File: src/sv/sjeuc_pkg.sv
// Shared types and byte constants for the EUC-JP / Shift-JIS stream converter.
// Used by sjeuc_convert, sjeuc_out_buf and sjis_euc_stream_converter; no dependencies.
package sjeuc_pkg;

	localparam logic [7:0] SS2_BYTE   = 8'h8e;
	localparam logic [7:0] NUL_BYTE   = 8'h00;
	localparam logic [7:0] JIS_BASE   = 8'h21;
	localparam logic [7:0] SJ_LEAD_LO = 8'h81;
	localparam logic [7:0] SJ_LEAD_HI = 8'h9f;
	localparam logic [7:0] SJ_SHIFT   = 8'h40;
	localparam logic [7:0] CELL_BREAK = 8'h5f;
	localparam logic [7:0] EVEN_OFS   = 8'h7e;
	localparam logic [7:0] ODD_OFS    = 8'h1f;
	localparam logic [7:0] SJ_HI_BASE = 8'hc1;
	localparam logic [7:0] SJ_BAD_LD  = 8'hf0;
	localparam logic [7:0] KANA_HI    = 8'hdf;
	localparam logic [7:0] ROW_EVEN   = 8'h22;
	localparam logic [7:0] KANA_LO    = 8'ha1;
	localparam logic [7:0] EUC_LD_HI  = 8'hfe;
	localparam logic [7:0] SJ_LD2_LO  = 8'he0;
	localparam logic [7:0] SJ_LD2_HI  = 8'hfc;

	// Byte held between two requests.
	typedef struct packed {
		logic       pending;
		logic [7:0] lead;
		logic       kana;
	} state_t;

	// Zero, one or two output bytes produced by one request.
	typedef struct packed {
		logic [1:0] cnt;
		logic [7:0] byte0;
		logic [7:0] byte1;
		logic       end0;
		logic       end1;
	} result_t;

endpackage

File: src/sv/sjeuc_convert.sv
// Combinational conversion of one byte against the held lead state.
// Depends on sjeuc_pkg for state_t, result_t and the byte constants.
module sjeuc_convert (
	input  logic             direction,
	input  logic [7:0]       in_byte,
	input  sjeuc_pkg::state_t state_cur,
	output sjeuc_pkg::state_t state_nxt,
	output sjeuc_pkg::result_t res
);
	import sjeuc_pkg::*;

	logic [7:0] hi, lo, nh, nl;
	logic [7:0] s1b, s2b, b1r, r1, r2;
	logic       sj_bad;

	// JIS row/cell (from EUC) to a Shift-JIS pair.
	always_comb begin
		hi = {1'b0, state_cur.lead[6:0]};
		lo = {1'b0, in_byte[6:0]};
		nh = ((hi - JIS_BASE) >> 1) + SJ_LEAD_LO;
		if (nh > SJ_LEAD_HI) begin
			nh = nh + SJ_SHIFT;
		end
		if (hi[0]) begin
			nl = lo + ODD_OFS + ((lo > CELL_BREAK) ? 8'd1 : 8'd0);
		end else begin
			nl = lo + EVEN_OFS;
		end
	end

	// Shift-JIS pair to EUC; an invalid pair becomes the ideographic space.
	always_comb begin
		s1b = state_cur.lead;
		s2b = in_byte;
		sj_bad = (s1b < SJ_LEAD_LO) || (s1b >= SJ_BAD_LD) ||
			(s1b >= 8'ha0 && s1b <= KANA_HI) ||
			(s2b < SJ_SHIFT) || (s2b >= EUC_LD_HI) || (s2b == 8'h7f);
		if (sj_bad) begin
			s1b = SJ_LEAD_LO;
			s2b = SJ_SHIFT;
		end
		b1r = s1b - ((s1b >= 8'ha0) ? SJ_HI_BASE : SJ_LEAD_LO);
		if (s2b >= SJ_LEAD_HI) begin
			r1 = {b1r[6:0], 1'b0} + ROW_EVEN;
			r2 = s2b - EVEN_OFS;
		end else begin
			r1 = {b1r[6:0], 1'b0} + JIS_BASE;
			r2 = s2b - ((s2b <= EVEN_OFS) ? ODD_OFS : 8'h20);
		end
		r1 = r1 | 8'h80;
		r2 = r2 | 8'h80;
	end

	always_comb begin
		state_nxt = '0;
		res = '0;
		if (state_cur.pending) begin
			if (in_byte == NUL_BYTE) begin
				res.cnt = 2'd2;
				res.byte0 = state_cur.lead;
				res.byte1 = NUL_BYTE;
				res.end1 = 1'b1;
			end else if (state_cur.kana) begin
				res.cnt = 2'd1;
				res.byte0 = in_byte;
			end else if (!direction) begin
				res.cnt = 2'd2;
				res.byte0 = nh;
				res.byte1 = nl;
			end else begin
				res.cnt = 2'd2;
				res.byte0 = r1;
				res.byte1 = r2;
			end
		end else if (in_byte == NUL_BYTE) begin
			res.cnt = 2'd1;
			res.byte0 = NUL_BYTE;
			res.end0 = 1'b1;
		end else if (!direction) begin
			if (in_byte == SS2_BYTE || (in_byte >= KANA_LO && in_byte <= EUC_LD_HI)) begin
				state_nxt.pending = 1'b1;
				state_nxt.lead = in_byte;
				state_nxt.kana = (in_byte == SS2_BYTE);
			end else begin
				res.cnt = 2'd1;
				res.byte0 = in_byte;
			end
		end else begin
			if (in_byte >= KANA_LO && in_byte <= KANA_HI) begin
				res.cnt = 2'd2;
				res.byte0 = SS2_BYTE;
				res.byte1 = in_byte;
			end else if ((in_byte >= SJ_LEAD_LO && in_byte <= SJ_LEAD_HI) ||
				(in_byte >= SJ_LD2_LO && in_byte <= SJ_LD2_HI)) begin
				state_nxt.pending = 1'b1;
				state_nxt.lead = in_byte;
			end else begin
				res.cnt = 2'd1;
				res.byte0 = in_byte;
			end
		end
	end

endmodule

File: src/sv/sjeuc_out_buf.sv
// Result register holding the one or two bytes of a request and sending them in order.
// Depends on sjeuc_pkg for result_t.
module sjeuc_out_buf (
	input  logic               clk,
	input  logic               arst_n,
	input  logic               load_valid,
	input  sjeuc_pkg::result_t load_res,
	output logic               room,
	output logic               out_valid,
	input  logic               out_stall,
	output logic [7:0]         out_byte,
	output logic               run_last,
	output logic               string_end
);
	import sjeuc_pkg::*;

	logic       valid_q;
	logic       ptr_q;
	logic       two_q;
	logic [7:0] byte0_q, byte1_q;
	logic       end0_q, end1_q;
	logic       last_sel;

	assign last_sel   = ptr_q || !two_q;
	assign room       = !valid_q || (!out_stall && last_sel);
	assign out_valid  = valid_q;
	assign out_byte   = ptr_q ? byte1_q : byte0_q;
	assign run_last   = last_sel;
	assign string_end = ptr_q ? end1_q : end0_q;

	always_ff @(posedge clk or negedge arst_n) begin
		if (!arst_n) begin
			valid_q <= 1'b0;
			ptr_q <= 1'b0;
			two_q <= 1'b0;
		end else if (room && load_valid && load_res.cnt != 2'd0) begin
			valid_q <= 1'b1;
			ptr_q <= 1'b0;
			two_q <= (load_res.cnt == 2'd2);
		end else if (valid_q && !out_stall) begin
			if (last_sel) begin
				valid_q <= 1'b0;
			end else begin
				ptr_q <= 1'b1;
			end
		end
	end

	always_ff @(posedge clk) begin
		if (room && load_valid) begin
			byte0_q <= load_res.byte0;
			byte1_q <= load_res.byte1;
			end0_q <= load_res.end0;
			end1_q <= load_res.end1;
		end
	end

endmodule

File: src/sv/sjis_euc_stream_converter.sv
// Top level of the EUC-JP / Shift-JIS byte stream converter.
// Instantiates sjeuc_convert and sjeuc_out_buf; depends on sjeuc_pkg.
//
// Usage:
// Input bytes arrive on in_valid / in_stall / data_byte; a request is taken at a
// clock edge with in_valid high and in_stall low. Converted bytes leave on
// out_valid / out_stall with out_byte, run_last and string_end, taken at an edge
// with out_valid high and out_stall low.
// A request first lands in an input register; the conversion logic then writes
// its results into the result register, from which its output bytes are taken.
// A lead byte or SS2 prefix gives no output and is held for the next request.
// Throughput is one request per cycle while the receiver does not stall and each
// makes at most one byte; a two-byte request holds the result register until
// both bytes are taken, as the single output channel sends one byte per cycle.
// The input register takes a new request while a result waits to be taken.
// When the receiver stalls, the result holds, then the input register fills and
// in_stall rises.
// Writing direction selects the way (0 EUC-JP to Shift-JIS, 1 the reverse)
// and drops any held byte. Reset sets direction to 0 and clears all held state.
module sjis_euc_stream_converter (
	input  logic       clk,
	input  logic       arst_n,
	input  logic       direction_we,
	input  logic       direction,
	input  logic       in_valid,
	output logic       in_stall,
	input  logic [7:0] data_byte,
	output logic       out_valid,
	input  logic       out_stall,
	output logic [7:0] out_byte,
	output logic       run_last,
	output logic       string_end
);
	import sjeuc_pkg::*;

	logic       direction_q;
	logic       valid_s1;
	logic [7:0] byte_s1;
	state_t     state_q;
	state_t     state_nxt;
	result_t    res;
	logic       room;

	assign in_stall = valid_s1 && !room;

	sjeuc_convert u_convert (
		.direction (direction_q),
		.in_byte   (byte_s1),
		.state_cur (state_q),
		.state_nxt (state_nxt),
		.res       (res)
	);

	sjeuc_out_buf u_out_buf (
		.clk        (clk),
		.arst_n     (arst_n),
		.load_valid (valid_s1),
		.load_res   (res),
		.room       (room),
		.out_valid  (out_valid),
		.out_stall  (out_stall),
		.out_byte   (out_byte),
		.run_last   (run_last),
		.string_end (string_end)
	);

	always_ff @(posedge clk or negedge arst_n) begin
		if (!arst_n) begin
			direction_q <= 1'b0;
			valid_s1 <= 1'b0;
			state_q <= '0;
		end else begin
			if (in_valid && !in_stall) begin
				valid_s1 <= 1'b1;
			end else if (room) begin
				valid_s1 <= 1'b0;
			end
			if (direction_we) begin
				direction_q <= direction;
				state_q <= '0;
			end else if (valid_s1 && room) begin
				state_q <= state_nxt;
			end
		end
	end

	always_ff @(posedge clk) begin
		if (in_valid && !in_stall) begin
			byte_s1 <= data_byte;
		end
	end

	// The second byte of a pair follows right after the first is taken.
	a_pair_follows: assert property (@(posedge clk) disable iff (!arst_n)
		out_valid && !run_last && !out_stall |=> out_valid && run_last)
		else $error("second byte of a pair did not follow");

	// A terminator result is a zero byte and closes its request.
	a_end_is_zero: assert property (@(posedge clk) disable iff (!arst_n)
		out_valid && string_end |-> out_byte == NUL_BYTE && run_last)
		else $error("string_end on a non-terminator byte");

	// Input back-pressure only comes from a full input register.
	a_stall_cause: assert property (@(posedge clk) disable iff (!arst_n)
		in_stall |-> valid_s1 && out_valid)
		else $error("in_stall without a blocked input register");

endmodule
File: config.mk
export PLATFORM = sky130hd
export DESIGN_NAME = sjis_euc_stream_converter
export DESIGN_NICKNAME = d
export VERILOG_FILES = /design/src/sv/sjeuc_pkg.sv /design/src/sv/sjeuc_convert.sv /design/src/sv/sjeuc_out_buf.sv /design/src/sv/sjis_euc_stream_converter.sv
export SDC_FILE = /design/constraint.sdc
export NUM_CORES = 1
export LEC_CHECK = 0
export BUFFER_PORTS_ARGS = -buffer_cell sky130_fd_sc_hd__buf_4
export CORE_MARGIN = 8
export CORE_UTILIZATION = 53
export CTS_CLUSTER_DIAMETER = 100
export DETAILED_ROUTE_END_ITERATION = 10
export GPL_ROUTABILITY_DRIVEN = 0
export GPL_TIMING_DRIVEN = 0
export PLACE_DENSITY = 0.75
export REMOVE_ABC_BUFFERS = 1
export SLEW_MARGIN = 20
export SYNTH_ARGS = -nofsm -noshare
export SYNTH_HDL_FRONTEND = slang
export SYNTH_SLANG_ARGS = --single-unit
File: constraint.sdc
create_clock -name clk -period 4.4 [get_ports clk]
set_input_delay 0.44 -clock clk [delete_from_list [all_inputs] [get_ports clk]]
set_output_delay 0.44 -clock clk [all_outputs]
set_load 0.02 [all_outputs]
==> impl_metrics.ini <==
[cts]
cts_sinks = 41
cts-htree-levels = 2
insertion_delay_ns = 0.29
path_clk_slew_ns = 0.09
post_cts_buffers = 0
cts_root_buffer = clkbuf_8
cts_buffers = 5
cts_tree = done
clock_path_buffers = 2

[worst_setup_path]
crit_type = register to register
endpoint_kind = register
crit_path_max_fanout = 19
critPathLaunch = state_q[1]
cp.required_ns = 4.49
cp.arrival_ns = 4.20
r2r_cells = 16
regToRegSetupSlack_ns = 0.29
crit_path_end = u_out_buf.byte1_q[6]
timing.rr.end = u_out_buf.byte1_q[6]
r2r-start = state_q[1]
cp-start-kind = register

[drt]
drt_iter0_drc = 302
drc_errors = 0
wl_per_cell_um = 18.7
vias = 3154
routed_wl_mm = 9.06
post_drt_via_cell_ratio = 6.50
drtPass1Iterations = 7
ant_nets = 0

[synthesis]
yosysWarnings = 0
synth-xor-area-share_pct = 4.42
synth_edf_count = 26
synth-compound-area-share_pct = 24.7
syn_area_per_cell_um2 = 8.72
synthFlopType = edfxtp_1
synthSimpleGateAreaFrac_pct = 21.2
syn_inst = 406
yosysSeqAreaShare_pct = 32.7
synth_area_um2 = 3540
synth_top_family_by_area = compound AO/OA/AOI/OAI gates
synthMuxAreaShare_pct = 4.03
synth_adder_area_share_pct = 5.87
ys_ff_latch = 41
synth.distinct_cells = 73
async_flop_share_pct = 36.6

[die]
coreArea_um2 = 6420
initial_core_util_pct = 55.1
die_width_um = 97.7
dieArea_um2 = 9550
rows = 29
die_y_um = 97.7
ios = 26

[finish]
fillers = 553
seqCellArea_um2 = 1160
antenna_cells = 0
multiInputGateArea_um2 = 2160
area_growth_pct = 8.17
drive_above_1_share_pct = 17.2
nets = 437
final_cell_area_um2 = 3830

[sta]
fmax_ghz = 0.243
finClkSkew_ns = 0.0120
finalSetupViolations = 0
hold_violations = 0
rsz0062_at_grt = no
finalMaxSlewViolations = 0
period_share_pct = 93.4
final.min_clock_period_ns = 4.11
worst_pin_slew_ns = 0.841
maxSlewHeadroom_pct = 43.8

[global_routing]
grt_pass1_wl_mm = 14.5
grt.overflow.total = 0
antenna_found_initial = 0
grt_pass1_vias = 2900
grt_usage_pct = 18.4
grt_max_degree = 26

[placement]
place_area_um2 = 3660
post-dp-hpwl_mm = 6.58
io_buffers = 25

[hold_path]
hp-class = primary input to register
hold_start = data_byte[7]

[flow_run]
maxCapViolations = 0

[pwr]
p_leak_nw = 1.59
ir_worst_vdd_mv = 0.259
p_total_mw = 1.64
power_density_nw_per_um2 = 430

[status]
status = completed
-- worst max-delay path, cell delays in order (launching register included) --
cell and delay [ns]:
dfrtp_2 0.55, inv_2 0.17, ha_1 0.29, nor4b_4 0.35, o31ai_4 0.12, and3_4 0.27
nand2_2 0.11, ha_1 0.19, inv_1 0.06, fa_1 0.39, a21o_1 0.18, a21o_1 0.20
a21o_1 0.19, a21oi_1 0.18, a22oi_2 0.10, or4_1 0.42, o2111ai_1 0.16
-- metrics by stage --
stage	hold slack [ns]	setup slack, ns	util [%]	TNS [ns]	instances
after floorplan	0.144	0.544	-	0	374
after global placement	0.301	-0.263	56.9	-0.465	476
after detailed placement	0.303	-0.300	56.9	-0.571	476
after CTS	0.315	0.0801	59.1	0	485
after global routing	0.304	0.0423	59.6	0	485
final	0.314	0.289	59.6	0	485
-- state kept, by name, summed over array words and instances, names as in the netlist --
name	count
direction_q	1
u_out_buf.end1_q	1
u_out_buf.end0_q	1
u_out_buf.out_valid	1
state_q	10
u_out_buf.two_q	1
u_out_buf.byte0_q	8
u_out_buf.ptr_q	1
valid_s1	1
u_out_buf.byte1_q	8
byte_s1	8
-- final cells by class --
type                            count  share of cell area, %
Multi-Input combinational cell    310                   56.5
Sequential cell                    41                   30.2
Timing Repair Buffer               26                   5.17
Clock buffer                        7                   3.11
Tap cell                           77                   2.52
Inverter                           23                   2.26
Clock inverter                      1                  0.229
-- worst min-delay path by stage --
stage          slack [ns]  cells after the start                  end
5_1_grt              0.30                      1           byte_s1[3]
3_3_place_gp         0.30                      1      u_out_buf.ptr_q
6_report             0.31                      1           byte_s1[7]
2_1_floorplan        0.14                      0          direction_q
3_5_place_dp         0.30                      1  u_out_buf.out_valid
4_1_cts              0.31                      1           byte_s1[2]
-- cells in the mapped netlist, drive strengths merged, types with 3 or more instances --
| master | count | share of area, % |
|---|---|---|
| edfxtp | 26 | 22 |
| a31oi | 5 | 0.88 |
| o211ai | 3 | 0.78 |
| nor3 | 11 | 1.9 |
| and3 | 7 | 1.2 |
| nand2 | 31 | 3.4 |
| clkbuf | 16 | 1.7 |
| nor2 | 34 | 3.6 |
| and2 | 5 | 0.88 |
| xnor2 | 9 | 2.2 |
| mux2i | 3 | 0.85 |
| nand4 | 5 | 0.88 |
| nor4 | 4 | 0.88 |
| nand3 | 17 | 2.5 |
| buf | 16 | 3.0 |
| a211oi | 5 | 1.2 |
| a22o | 8 | 2.0 |
| nor2b | 7 | 1.4 |
| a21o | 6 | 1.3 |
| ha | 15 | 5.3 |
| o31ai | 3 | 0.78 |
| o2111ai | 3 | 0.74 |
| nand2b | 6 | 1.1 |
| o21ai | 38 | 5.5 |
| a21oi | 23 | 3.3 |
| or4 | 3 | 0.64 |
| a2111oi | 3 | 1.1 |
| o21a | 3 | 0.64 |
| mux2 | 10 | 3.2 |
| inv | 23 | 2.4 |
| or3 | 3 | 0.53 |
| dfrtp | 15 | 11 |
| xor2 | 8 | 2.2 |
-- where the power goes --
| group | internal (mW) | switching [mW] | total [mW] |
|---|---|---|---|
| Clock | 0.183 | 0.140 | 0.323 |
| Sequential | 0.524 | 0.116 | 0.641 |
| Combinational | 0.294 | 0.386 | 0.680 |
| Total | 1.00 | 0.643 | 1.64 |
-- per-layer routing --
metal	GRT usage [%]	vias up	share of wire, %
met1	23.8	1491	44
met3	3.15	22	6.9
met4	5.76	0	2.7
met5	0	-	0
li1	-	1498	-
met2	30.4	143	47
-- timing repair --
action,CTS,global route
setup endpoints to repair,4,2
hold buffers,1,0
gates resized for setup,2,5
hold endpoints to repair,9,0
-- kinds of logic (layout without fill, tap and decap cells) --
kind of cell,after synthesis,in the layout
and+or+nand+nor,141,141
AOI/OAI and AO/OA,123,123
buffers and inverters,55,57
DFF,41,41
xor gates and xnor gates,17,17
adders and majority gates,16,16
muxes,13,13
-- cells in the final DEF, fill, tap and decap left out, types with 6 or more instances in the layout --
master    netlist  routed
o21ai_0        35      35
and3_1          7       6
buf_4           5      25
nor2_1         34      33
a21o_1          6       6
nand3_1        16      16
a22o_1          8       8
ha_1           15      15
xor2_1          7       7
nand2b_1        6       6
xnor2_1         9       9
dfrtp_1        15      14
mux2_2         10      10
nor3_1         10      10
nand2_1        30      30
a21oi_1        23      23
nor2b_1         6       6
inv_1          22      21
edfxtp_1       26      26
No activity file was read; power rests on OpenSTA's default activity.
